**src/mlfs_pkg.sv**
```systemverilog
// Shared constants and types for the multilevel feedback scheduler.
`default_nettype none
package mlfs_pkg;
	localparam int MAX_PROCS_DEF  = 32;
	localparam int NUM_LEVELS_DEF = 8;
	localparam int TW             = 16;
	localparam int PW             = 8;
	localparam logic [TW-1:0] TMAX = '1;

	typedef enum logic [2:0] {
		OP_NOP    = 3'd0,
		OP_LOAD   = 3'd1,
		OP_MARK   = 3'd2,
		OP_DEMOTE = 3'd3,
		OP_RUN    = 3'd4
	} op_t;

	typedef struct packed {
		op_t           op;
		logic [TW-1:0] now;
		logic [PW-1:0] pid;
		logic [TW-1:0] arrival;
		logic [TW-1:0] service;
		logic [TW-1:0] runtime;
		logic          fin;
	} cmd_t;
endpackage
`default_nettype wire

```
**src/mlfs_cell.sv**
```systemverilog
// One process-table cell: holds an entry and passes the selection record on.
`default_nettype none
module mlfs_cell import mlfs_pkg::*; #(
	parameter int MAX_PROCS  = MAX_PROCS_DEF,
	parameter int NUM_LEVELS = NUM_LEVELS_DEF,
	parameter int IDX        = 0,
	localparam int IW = $clog2(MAX_PROCS),
	localparam int LW = $clog2(NUM_LEVELS)
) (
	input  wire logic          clk,
	input  wire logic          arst_n,
	input  wire cmd_t          cmd,
	input  wire logic [IW-1:0] cmd_idx,
	input  wire logic          in_found,
	input  wire logic [LW-1:0] in_level,
	input  wire logic [TW-1:0] in_arrival,
	input  wire logic [IW-1:0] in_idx,
	input  wire logic [PW-1:0] in_pid,
	input  wire logic [TW-1:0] in_service,
	input  wire logic [TW-1:0] in_runtime,
	input  wire logic [1:0]    in_cnt,
	output logic               out_found,
	output logic [LW-1:0]      out_level,
	output logic [TW-1:0]      out_arrival,
	output logic [IW-1:0]      out_idx,
	output logic [PW-1:0]      out_pid,
	output logic [TW-1:0]      out_service,
	output logic [TW-1:0]      out_runtime,
	output logic [1:0]         out_cnt
);
	logic          occ_q, rdy_q, fin_q;
	logic [LW-1:0] lvl_q;
	logic [TW-1:0] rt_q, arr_q, srv_q;
	logic [PW-1:0] pid_q;
	logic          sel, elig, better;

	assign sel    = (cmd_idx == IW'(IDX));
	assign elig   = occ_q && rdy_q && !fin_q;
	assign better = elig && (!in_found || (lvl_q < in_level) ||
		((lvl_q == in_level) && (arr_q < in_arrival)));

	always_ff @(posedge clk or negedge arst_n) begin
		if (!arst_n) begin
			occ_q <= 1'b0;
			rdy_q <= 1'b0;
			fin_q <= 1'b0;
			lvl_q <= '0;
			rt_q  <= '0;
		end else begin
			unique case (cmd.op)
				OP_LOAD: begin
					if (sel) begin
						occ_q <= 1'b1;
						rdy_q <= 1'b0;
						fin_q <= 1'b0;
						lvl_q <= '0;
						rt_q  <= '0;
					end
				end
				OP_MARK: begin
					if (occ_q && !fin_q && (arr_q <= cmd.now))
						rdy_q <= 1'b1;
				end
				OP_DEMOTE: begin
					if (sel && (lvl_q < LW'(NUM_LEVELS - 1)))
						lvl_q <= lvl_q + 1'b1;
				end
				OP_RUN: begin
					if (sel) begin
						rt_q <= cmd.runtime;
						if (cmd.fin) begin
							fin_q <= 1'b1;
							rdy_q <= 1'b0;
						end
					end
				end
				default: ;
			endcase
		end
	end

	always_ff @(posedge clk) begin
		if (cmd.op == OP_LOAD && sel) begin
			pid_q <= cmd.pid;
			arr_q <= cmd.arrival;
			srv_q <= cmd.service;
		end
	end

	// selection record, one cell per cycle
	always_ff @(posedge clk or negedge arst_n) begin
		if (!arst_n) begin
			out_found <= 1'b0;
			out_cnt   <= '0;
		end else begin
			out_found <= in_found || better;
			if (occ_q && rdy_q && (in_cnt != 2'd2))
				out_cnt <= in_cnt + 2'd1;
			else
				out_cnt <= in_cnt;
		end
	end

	always_ff @(posedge clk) begin
		if (better) begin
			out_level   <= lvl_q;
			out_arrival <= arr_q;
			out_idx     <= IW'(IDX);
			out_pid     <= pid_q;
			out_service <= srv_q;
			out_runtime <= rt_q;
		end else begin
			out_level   <= in_level;
			out_arrival <= in_arrival;
			out_idx     <= in_idx;
			out_pid     <= in_pid;
			out_service <= in_service;
			out_runtime <= in_runtime;
		end
	end
endmodule
`default_nettype wire

```
**config.mk**
```make
export PLATFORM = sky130hd
export DESIGN_NAME = mlfs_cell
export DESIGN_NICKNAME = d
export VERILOG_FILES = /design/src/mlfs_pkg.sv /design/src/mlfs_cell.sv
export SDC_FILE = /design/constraint.sdc
export NUM_CORES = 1
export LEC_CHECK = 0
export BUFFER_PORTS_ARGS = -buffer_cell sky130_fd_sc_hd__clkbuf_2
export CORE_MARGIN = 1.5
export CORE_UTILIZATION = 50
export DETAILED_ROUTE_END_ITERATION = 12
export PLACE_DENSITY = 0.81
export SLEW_MARGIN = 15
export SYNTH_ARGS = -nofsm -noshare
export SYNTH_HDL_FRONTEND = slang
export SYNTH_SLANG_ARGS = --single-unit
```
**constraint.sdc**
```tcl
create_clock -name clk -period 3.05 [get_ports clk]
set_input_delay 0.305 -clock clk [delete_from_list [all_inputs] [get_ports clk]]
set_output_delay 0.305 -clock clk [all_outputs]
set_load 0.01 [all_outputs]
```
### Word level (Yosys, flattened, before mapping)

Index checks and enable logic that the tools add are counted.

* add/subtract/negate cells: 2
* $lt $le $gt $ge: 4
* equal/unequal tests: 11
* mux-type cells: 20
* reductions and logical operators: 23

Operator list (count)
* 16-bit 2-to-1 mux: 5
* 16-bit case mux with 2 select lines: 1
* 16-bit less-or-equal comparator: 1
* 16-bit < comparator: 1
* 2-bit != test (second input constant): 6
* 1-bit logical AND: 9
* 3-bit 2-to-1 mux: 3
* 8-bit 2-to-1 mux: 1
* 3-bit by 2-bit == test with 1-bit output (second input constant): 2
* 1-bit 2-to-1 mux: 6
* 3-bit case mux with 2 select lines: 1
* 3-bit AND reduction: 2
* 5-bit logical NOT: 1
* 5-bit AND reduction: 1
* 4-bit AND reduction: 1
* 2-bit nonzero test: 2
* 3-bit by 1-bit adder with 3-bit output (second input constant): 1
* 3-bit by 1-bit == test with 1-bit output (second input constant): 1
* 3-bit == test: 1
* 3-bit == test (second input constant): 1
* 1-bit logical OR: 3
* 3-bit < comparator: 1
* 3-bit < comparator (second input constant): 1
* 1-bit case mux with 3 select lines: 1
* other kinds (6): 7

* flip-flop bits (word level): 129
* input port bits: 150
* output and inout bits: 67
* logic and storage cells: 76

### Logic depth before layout (Yosys ltp)

Gate-level depths: netlist of run 1.

* word-level depth: 5
* depth in mapped cells: 9
* mapped depth without buffers: 7

### Least setup slack after synthesis of run 1

No wires, ideal clock.

* kind: in2reg
* start: input cmd_idx[1]
* end: register rt_q[0]
* library setup time: 121 ps
* arrival: 4648 ps
* required time: 2929 ps
* path slack: -1719 ps
* cell stages on the path: 6
* path buffers: 1
* cells stage by stage: nor3_1 > nand2_1 > nor3_1 > nor2_1 > clkbuf_1 > a22o_1

* cells in the longest elaborated chain, start to end: 3
* elaborated cells on any way between the ends: 4
* classes of those cells: eq/ne: 2; reduce/logical: 2

Ends and longest elaborated chain
* start: declaration: line mlfs_cell.sv:13 `input wire logic [IW-1:0] cmd_idx,`
* 5-bit logical NOT *: line mlfs_cell.sv:37 `assign sel = (cmd_idx == IW'(IDX));`
* 2-bit != test (no line)
* 3-bit AND reduction (no line) *
* end signal: assignment: line mlfs_cell.sv:70 `rt_q <= cmd.runtime;`
* end: declaration: line mlfs_cell.sv:33 `logic [TW-1:0] rt_q, arr_q, srv_q;`

Mark *: on every way between the ends. The rest lies on a longest branch, timed or not.
A chain may end at the register's enable or synchronous reset.

### Worst setup path in the final report of run 1

* start: register arr_q[2]
* end: register out_arrival[12]

* cells in the longest elaborated chain, start to end: 5

Ends and longest elaborated chain
* start: declaration: line mlfs_cell.sv:33
* start signal: assignment: line mlfs_cell.sv:85 `arr_q <= cmd.arrival;`
* 16-bit < comparator: line mlfs_cell.sv:40 `((lvl_q == in_level) && (arr_q < in_arrival)));`
* 1-bit logical AND: line mlfs_cell.sv:40
* 1-bit logical OR: line mlfs_cell.sv:39 `assign better = elig && (!in_found || (lvl_q < in_level) ||`
* 1-bit logical AND: line mlfs_cell.sv:39
* 16-bit 2-to-1 mux: line mlfs_cell.sv:105 `if (better) begin`
* end signal: assignment: line mlfs_cell.sv:107 `out_arrival <= arr_q;`
* end signal: assignment: line mlfs_cell.sv:114 `out_arrival <= in_arrival;`
* end: declaration: line mlfs_cell.sv:24 `output logic [TW-1:0] out_arrival,`

Every way passes these cells.

==> impl_metrics.toml, run 1 <==
[clocking]
clk_path_buf_depth = 2
clk_pin_slew_ns = 0.06
cts_tree = "done"
clock_latency_ns = 0.42
clock_sinks = 129
cts.repair.resized = 0
htree_num_levels = 4
cts_root_buffer = "clkbuf_16"
cts_inserted_buffers = 17

[power_and_ir_drop]
ir_drop_v = 0.000419
seqPwrFrac = 0.414
internal-power_mw = 3.59
p_sw_frac = 0.288
power.density_nw_per_um2 = 659
switching_power_mw = 1.45
power.leakage_nw = 3.63
p_clk_frac = 0.375
comb_power_share = 0.211
finalPower_mw = 5.03

[die]
io_pins = 217
core_um2 = 11400
die_h_um = 111
start_util = 0.512
core.rowCount = 39
die_area_um2 = 12300
chipWidth_um = 111

[yosys]
synth_ff_type = "dfxtp_1"
synth.area.top_cells = "dfxtp_1 22%, edfxtp_1 21%, dfrtp_1 11%"
synth_top_area_cell = "dfxtp_1"
synthTopCellsByCount = "106 x nand2_1, 64 x dfxtp_1, 59 x a221o_1"
synth_top_cell_area_share = 0.219
yosys_warnings = 0
ys_ff_latch = 129
synth_edf_count = 40
seq_area_frac_synth = 0.532
post-synth-top-count-cell = "nand2_1"
synth-async-reset-ratio = 0.194
synth_cell_types = 42
syn_inst = 557
syn_area_per_cell_um2 = 10.5
syn_area_um2 = 5840
synth.net_count = 743

[layout]
diodes = 0
nFillCells = 888
final_util = 0.669
final_net_count = 956
area_delta_synth_final_pct = 30.7
drive_gt1_frac = 0.344

[sta]
fmax_ghz = 0.408
fin_tns_setup_ns = 0
hold_violations = 0
period_share = 0.804
slew_violations = 0
relSlewSlack = 0.547
min_period_ns = 2.45
setup_viol = 0
worst_pin_slew_ns = 0.680
rsz0062_at_grt = "no"
finClkSkew_ns = 0.0114

[place]
hpwl_um = 11200
routabilityCongestion = 0.799
numPortBuffers = 216

[critical_path]
crit_buf_inv = 1
arrival_ns = 2.81
worstPathCellList = "ha_1 -> a211o_1 -> a31oi_1 -> o31ai_1 -> a2111oi_4 -> buf_4 -> a221o_1"
r2r-start = "arr_q[2]$_DFFE_PP_"
end_kind = "register"
cpMaxStageDelayCell = "edfxtp_1"
required_ns = 3.40
reg2reg_to = "out_arrival[12]$_DFF_P_"
cpPeakStageDelay_ns = 0.44
crit_fanout = 32
crit_cells = 7
critPathKind = "register to register"
crit_family = "compound AO/OA/AOI/OAI gates"
crit_path_end = "out_arrival[12]$_DFF_P_"
r2r_setup_slack_ns = 0.60
worstSetupStartpoint = "arr_q[2]$_DFFE_PP_"
critPathLaunchType = "register"
r2r_cells = 7

[route]
vias = 5423
dr.pass1.iters = 5
drt_iter0_drc = 433
routed_wl_um = 16100
wire_per_inst_um = 17.4
final_antenna_net_count = 0
routed_via_density = 5.86
drc = 0

[global_route]
grt_max_degree = 49
grt_pass1_vias = 5525
grtUsageTotal = 0.264
grt_pass1_wl_um = 25700
overflow = 0
grt_antenna_before_repair = 0

[flow_run]
cap_viol_max_count = 0

[status]
status = "finished clean"

[hold_path]
holdPathStages = 1
holdCritPathClass = "primary input to register"
-- metrics by stage --
stage          instance area (µm²)  hold slack (ns)  instances  worst slack [ns]
2_1_floorplan                 5850          0.00941        557             0.433
3_3_place_gp                  7070            0.356        893             0.651
3_5_place_dp                  7070            0.370        893             0.588
4_1_cts                       7640           0.0446        926             0.581
5_1_grt                       7640           0.0444        926             0.436
6_report                      7640           0.0553        926             0.598
-- routing by layer --
layer | part of all wire | track usage | wire, µm | vias up
met3 | 0.065 | 0.0651 | 1050 | 55
met4 | 0.041 | 0.159 | 663 | 0
met1 | 0.39 | 0.293 | 6330 | 2609
met5 | 0 | 0 | 0 | -
met2 | 0.50 | 0.457 | 8040 | 255
li1 | - | - | - | 2504
-- power by group through the flow --
stage | clock network [mW] | logic, mW | registers [mW]
after floorplan | 0 | 0.518 | 2.19
after global placement | 0 | 1.01 | 2.11
after detailed placement | 0 | 1.06 | 2.12
after CTS | 1.91 | 1.07 | 2.08
after global routing | 1.98 | 1.16 | 2.10
final | 1.89 | 1.06 | 2.08
-- cell usage in the layout, fill, tap and decap left out, types with 17 or more instances in the layout --
cell type  netlist  routed
a221o_1         59      59
clkbuf_16        0      17
clkbuf_2         0     216
dfrtp_1         25      25
dfxtp_1         64      64
edfxtp_1        40      40
ha_1            36      36
inv_1           37      37
nand2_1        106     106
o21ai_0         46      46
o22ai_1         17      17
-- worst min-delay path by stage --
stage / slack (ns) / start / endpoint
floorplan: 0.009 / arst_n / fin_q$_DFFE_PN0P_
detailed placement: 0.37 / arst_n / rt_q[8]$_DFFE_PN0P_
CTS: 0.04 / cmd[22] / srv_q[5]$_DFFE_PP_
finish: 0.06 / cmd[28] / srv_q[11]$_DFFE_PP_
global placement: 0.36 / arst_n / rt_q[8]$_DFFE_PN0P_
global route: 0.04 / cmd[22] / srv_q[5]$_DFFE_PP_
-- area by class of cell --
type | instances | area, µm² | area share
inverter | 37 | 139 | 0.0182
clock inverter | 14 | 115 | 0.0151
tap | 143 | 179 | 0.0234
multi-input combinational | 356 | 2460 | 0.323
clock buffer | 18 | 439 | 0.0575
timing repair buffer | 229 | 1190 | 0.156
sequential | 129 | 3110 | 0.407
-- kinds of logic (layout without fill, tap and decap cells) --
family,count (synthesis),in the layout,share of synthesized area
adder cells (fa/ha/maj),36,36,0.0771
flip-flops,129,129,0.532
buffers and inverters,72,298,0.0499
AND/OR/NAND/NOR,141,141,0.106
XOR/XNOR,2,2,0.00300
AO/OA/AOI/OAI,177,177,0.232
-- state kept, by name (all words and copies together), names as in the netlist --
signal	flops
pid_q	8
out_found	1
srv_q	16
out_cnt	2
out_idx	5
lvl_q	3
fin_q	1
rt_q	16
occ_q	1
out_service	16
out_level	3
out_arrival	16
out_runtime	16
rdy_q	1
out_pid	8
arr_q	16
-- what timing repair did --
action,4_1_cts,5_1_grt
hold buffers,1,0
hold endpoints to repair,25,0
buffers inserted,0,0
(Power assumes the default switching activity.)
==> run 2, diff against run 1 <==
--- a/config.mk
+++ b/config.mk
@@ -5,11 +5,12 @@
 export SDC_FILE = /design/constraint.sdc
 export NUM_CORES = 1
 export LEC_CHECK = 0
+export ABC_AREA = 1
 export BUFFER_PORTS_ARGS = -buffer_cell sky130_fd_sc_hd__clkbuf_2
 export CORE_MARGIN = 1.5
-export CORE_UTILIZATION = 50
+export CORE_UTILIZATION = 49
 export DETAILED_ROUTE_END_ITERATION = 12
-export PLACE_DENSITY = 0.81
+export PLACE_DENSITY = 0.8
 export SLEW_MARGIN = 15
 export SYNTH_ARGS = -nofsm -noshare
 export SYNTH_HDL_FRONTEND = slang
==> constraint.sdc (replaced) <==
create_clock -name clk -period 2.45 [get_ports clk]
set_input_delay 0.245 -clock clk [delete_from_list [all_inputs] [get_ports clk]]
set_output_delay 0.245 -clock clk [all_outputs]
set_load 0.01 [all_outputs]
==> impl_metrics.toml, run 2 <==
[die]
io_pins = 217
die_area_um2 = 12100
core_um2 = 11000
start_util = 0.511
chipWidth_um = 110
die_h_um = 110
core.rowCount = 38

[global_route]
grt_antenna_before_repair = 0
grt_max_degree = 65
grt_pass1_vias = 4832
grtUsageTotal = 0.238
grtUsageMet2 = 0.426
overflow = 0
met1_usage = 0.262
busiest_layer = "met2"
grt_pass1_wl_um = 21400
grtUsageMet3 = 0.0606

[yosys]
ys_ff_latch = 129
synth-async-reset-ratio = 0.194
synth.net_count = 768
syn_area_per_cell_um2 = 9.68
synthTopCellsByCount = "172 x nand2_1, 64 x dfxtp_1, 60 x nand3_1"
synth_edf_count = 40
syn_inst = 582
yosys_warnings = 0
synth_cell_types = 30
synth_top_cell_area_share = 0.227
synth_top_area_cell = "dfxtp_1"
synth.area.top_cells = "dfxtp_1 23%, edfxtp_1 21%, nand2_1 11%"
seq_area_frac_synth = 0.552
syn_area_um2 = 5630
synth_ff_type = "dfxtp_1"
post-synth-top-count-cell = "nand2_1"

[clocking]
clock_sinks = 129
cts_inserted_buffers = 17
cts_root_buffer = "clkbuf_16"
cts_tree = "done"
cts.repair.resized = 0
clk_pin_slew_ns = 0.05
htree_num_levels = 4
clk_path_buf_depth = 2
clock_latency_ns = 0.41

[critical_path]
end_kind = "register"
critPathLaunchType = "register"
required_ns = 2.81
critPathKind = "register to register"
crit_fanout = 33
arrival_ns = 2.54

[route]
dr.pass1.iters = 4
drc = 0
routed_via_density = 4.92
final_antenna_net_count = 0
routed_wl_um = 14300
vias = 4831
drt_iter0_drc = 275
wire_per_inst_um = 14.5

[layout]
instances_no_fill = 982
drive_gt1_frac = 0.367
nFillCells = 832
final_net_count = 1015
diodes = 0
mostFrequentLayoutCell = "clkbuf_2"
final_cell_mix = "216 x clkbuf_2, 172 x nand2_1, 64 x dfxtp_1"
area_delta_synth_final_pct = 36.6

[sta]
relSlewSlack = 0.576
hold_violations = 0
fmax_ghz = 0.458
min_period_ns = 2.18
slew_violations = 0
fin_tns_setup_ns = 0
period_share = 0.891
finClkSkew_ns = 0.0115
worst_pin_slew_ns = 0.636
hold_slack_ns = 0.0108
rsz0062_at_grt = "no"
setup_viol = 0

[place]
hpwl_um = 10200
routabilityCongestion = 0.843
dp_cells = 923
numPortBuffers = 216

[power_and_ir_drop]
internal-power_mw = 4.18
p_clk_frac = 0.465
seqPwrFrac = 0.434
power.leakage_nw = 4.02
switching_power_mw = 1.23
p_sw_frac = 0.227
power.density_nw_per_um2 = 703
comb_power_share = 0.101
ir_drop_v = 0.000512

[flow_run]
cap_viol_max_count = 0

[hold_path]
holdCritPathClass = "primary input to register"

[status]
status = "finished clean"
-- run 2: cell types whose count changed after synthesis, moves of 12 or more --
cell,delta
nand3_1,+53
clkbuf_1,-16
o21ai_0,-38
nand3_2,+21
a22o_1,-16
nand2_1,+66
a221o_1,-59
o22ai_1,-17
inv_1,+12
-- run 2: timing repair --
item | CTS | global route
hold endpoints to repair | 49 | 2
setup buffers | 0 | 0
hold buffers | 25 | 2
-- run 2: layout make-up --
class	count	area, µm²	area share
clock buffers	24	536	0.0696
well taps	140	175	0.0228
multi-input cells	374	2150	0.279
inverters	56	210	0.0273
repair buffers	251	1450	0.188
clock inverters	8	71.3	0.00927
flip-flops and latches	129	3110	0.404
-- run 2: cell families after synthesis --
| kind of cell | share of synthesized area |
|---|---|
| AND/OR/NAND/NOR | 0.265 |
| flip-flops | 0.552 |
| buffers and inverters | 0.0689 |
| adder cells (fa/ha/maj) | 0.0800 |
| AO/OA/AOI/OAI | 0.0324 |
| XOR/XNOR | 0.00156 |
-- run 2: metrics by stage --
step	util	setup slack, ns	total power [mW]	cell area, µm²
after floorplan	-	0.115	2.67	5630
after global placement	0.618	0.360	2.87	6820
after detailed placement	0.618	0.304	2.90	6820
after CTS	0.696	0.280	5.44	7680
final	0.698	0.267	5.41	7700
after global routing	0.698	0.0325	5.61	7700
-- run 2: path summary, 6_finish.rpt --
check / start / to / slack, ns / cells after the start
hold reg to reg: srv_q[15]$_DFFE_PP_ / out_service[15]$_DFF_P_ / 0.48 / 2
hold / removal: cmd[33] / arr_q[0]$_DFFE_PP_ / 0.01 / 1
setup reg to reg: arr_q[15]$_DFFE_PP_ / out_pid[6]$_DFF_P_ / 0.27 / 10
setup / recovery: arr_q[15]$_DFFE_PP_ / out_pid[6]$_DFF_P_ / 0.27 / 10
min in group asynchronous: arst_n / rt_q[5]$_DFFE_PN0P_ / 0.39 / 2
max in group asynchronous: arst_n / rt_q[0]$_DFFE_PN0P_ / 1.64 / 2
-- run 2: layer usage --
metal	wire, µm	share of wire	vias up
met5	0	0	-
met4	310	0.022	0
met3	1000	0.070	19
met2	7190	0.50	187
met1	5750	0.40	2233
li1	-	-	2392
-- run 2: worst max-delay path, cell delays in order (launching register included) --
cell	delay [ns]
edfxtp_1	0.43
ha_1	0.33
nand2_1	0.10
nor4_2	0.28
nand2_1	0.09
nand3_2	0.06
nand2_2	0.08
nand2_4	0.26
buf_12	0.29
nand2_1	0.09
nand2_1	0.08
-- run 2: power by group through the flow --
| stage | registers, mW | clock network [mW] | logic (mW) |
|---|---|---|---|
| 3_5_place_dp | 2.39 | 0 | 0.508 |
| 4_1_cts | 2.35 | 2.55 | 0.547 |
| 5_1_grt | 2.36 | 2.64 | 0.614 |
| 6_report | 2.35 | 2.52 | 0.549 |
| 3_3_place_gp | 2.39 | 0 | 0.487 |
| 2_1_floorplan | 2.41 | 0 | 0.253 |
==> run 3, diff against run 2 <==
--- a/config.mk
+++ b/config.mk
@@ -5,12 +5,12 @@
 export SDC_FILE = /design/constraint.sdc
 export NUM_CORES = 1
 export LEC_CHECK = 0
-export ABC_AREA = 1
 export BUFFER_PORTS_ARGS = -buffer_cell sky130_fd_sc_hd__clkbuf_2
+export CAP_MARGIN = 20
 export CORE_MARGIN = 1.5
-export CORE_UTILIZATION = 49
+export CORE_UTILIZATION = 50
 export DETAILED_ROUTE_END_ITERATION = 12
-export PLACE_DENSITY = 0.8
+export PLACE_DENSITY_LB_ADDON = 0.3
 export SLEW_MARGIN = 15
 export SYNTH_ARGS = -nofsm -noshare
 export SYNTH_HDL_FRONTEND = slang
==> impl_metrics.toml, run 3 (synthesized netlist as in run 1, its figures left out) <==
[layout]
mostFrequentLayoutCell = "clkbuf_2"
multi_input_comb_area_um2 = 2480
final-seq-area_um2 = 3110
nFillCells = 855
final_net_count = 1000
final_cell_mix = "216 x clkbuf_2, 106 x nand2_1, 64 x dfxtp_1"
area_delta_synth_final_pct = 38.3
instances_no_fill = 970
diodes = 0
drive_gt1_frac = 0.329

[clocking]
cts_root_buffer = "clkbuf_16"
clk_pin_slew_ns = 0.05
clk_path_buf_depth = 2
clock_latency_ns = 0.42
cts_inserted_buffers = 17
htree_num_levels = 4
clock_sinks = 129
cts_tree = "done"

[die]
core.rowCount = 39
core_um2 = 11400
chipWidth_um = 111
die_area_um2 = 12300
io_pins = 217
die_h_um = 111
start_util = 0.512

[place]
routabilityCongestion = 0.841
dp_cells = 895
dp_slack_ns = 0.00951
hpwl_um = 10800
numPortBuffers = 216

[critical_path]
arrival_ns = 2.62
critPathKind = "register to register"
reg2reg_to = "out_runtime[8]$_DFF_P_"
end_kind = "register"
required_ns = 2.75
r2r_cells = 8
r2r-start = "arr_q[15]$_DFFE_PP_"
r2r_setup_slack_ns = 0.13
crit_fanout = 11
critPathLaunchType = "register"

[sta]
finClkSkew_ns = 0.00925
slew_violations = 0
relSlewSlack = 0.565
fmax_ghz = 0.432
fin_tns_setup_ns = 0
setup_viol = 0
min_period_ns = 2.32
worst_pin_slew_ns = 0.652
hold_violations = 0
fin_ws_ns = 0.135
period_share = 0.945

[hold_path]
holdCritPathClass = "primary input to register"
min_from = "cmd[48]"
holdPathEnd = "arr_q[15]$_DFFE_PP_"
holdPathStages = 1

[route]
routed_wl_um = 16500
dr.pass1.iters = 5
wire_per_inst_um = 17.0
routed_via_density = 5.63
final_antenna_net_count = 0
drt_iter0_drc = 419
vias = 5457
drc = 0

[power_and_ir_drop]
power.density_nw_per_um2 = 764
ir_drop_v = 0.000701
power.leakage_nw = 3.82

[global_route]
grt_max_degree = 41
overflow = 0
grt_antenna_before_repair = 0
grt_pass1_vias = 5505
grtUsageTotal = 0.272
grt_pass1_wl_um = 26400

[status]
status = "finished clean"

[flow_run]
cap_viol_max_count = 0
run 3: metal layers:
metal	global-route usage	part of all wire	wire length [µm]	vias up
met5	0	0	0	-
met4	0.126	0.028	454	0
met3	0.0727	0.067	1100	43
met2	0.482	0.52	8500	247
met1	0.306	0.39	6430	2576
li1	-	-	-	2591
run 3: what timing repair did:
action                                 CTS  global route
setup endpoints to repair                3            59
endpoints found under the hold margin   57             7
pin swaps                                0             1
setup buffers                            0             2
gates resized for setup                  1             5
cloned                                   0             1
hold buffers                            33             7
run 3: cell type report:
type	count	area share
multi-input cells	356	0.308
clock inverters	7	0.00496
well taps	143	0.0221
repair buffers	273	0.206
inverters	37	0.0172
flip-flops and latches	129	0.385
clock buffers	25	0.0576
run 3: worst max path at each step:
| stage | start | end | slack, ns | cells past startpoint |
|---|---|---|---|---|
| after floorplan | cmd_idx[1] | rt_q[0]$_DFFE_PN0P_ | 0.03 | 6 |
| after global placement | arr_q[9]$_DFFE_PP_ | out_runtime[5]$_DFF_P_ | 0.07 | 7 |
| after detailed placement | in_arrival[2] | out_runtime[6]$_DFF_P_ | 0.01 | 9 |
| after CTS | arr_q[9]$_DFFE_PP_ | out_runtime[6]$_DFF_P_ | 0.07 | 7 |
| after global routing | arr_q[14]$_DFFE_PP_ | out_arrival[11]$_DFF_P_ | -0.01 | 8 |
| final | arr_q[15]$_DFFE_PP_ | out_runtime[8]$_DFF_P_ | 0.13 | 8 |
run 3: metrics by stage:
| step | utilization | hold WS (ns) | total power, mW | area, µm² |
|---|---|---|---|---|
| after CTS | 0.698 | 0.0000860 | 6.19 | 7970 |
| final | 0.708 | 0.0375 | 6.17 | 8080 |
| after detailed placement | 0.625 | 0.306 | 3.96 | 7130 |
| after global routing | 0.708 | 0.0188 | 6.46 | 8080 |
| after global placement | 0.625 | 0.303 | 3.91 | 7130 |
| after floorplan | - | -0.0506 | 3.37 | 5870 |
run 3: critical path, cell delays in order (launching register included):
cell       delay [ns]
edfxtp_1         0.45
ha_1             0.34
nand4_1          0.14
o21ai_0          0.30
buf_4            0.18
a2111oi_4        0.04
buf_4            0.17
clkbuf_4         0.21
a221o_1          0.37
run 3: where the power goes:
| group | internal, mW | switching, mW | leakage, nW | total (mW) |
|---|---|---|---|---|
| combinational | 0.636 | 0.758 | 2.35 | 1.39 |
| sequential | 2.48 | 0.116 | 1.22 | 2.59 |
| clock | 1.31 | 0.879 | 0.245 | 2.19 |
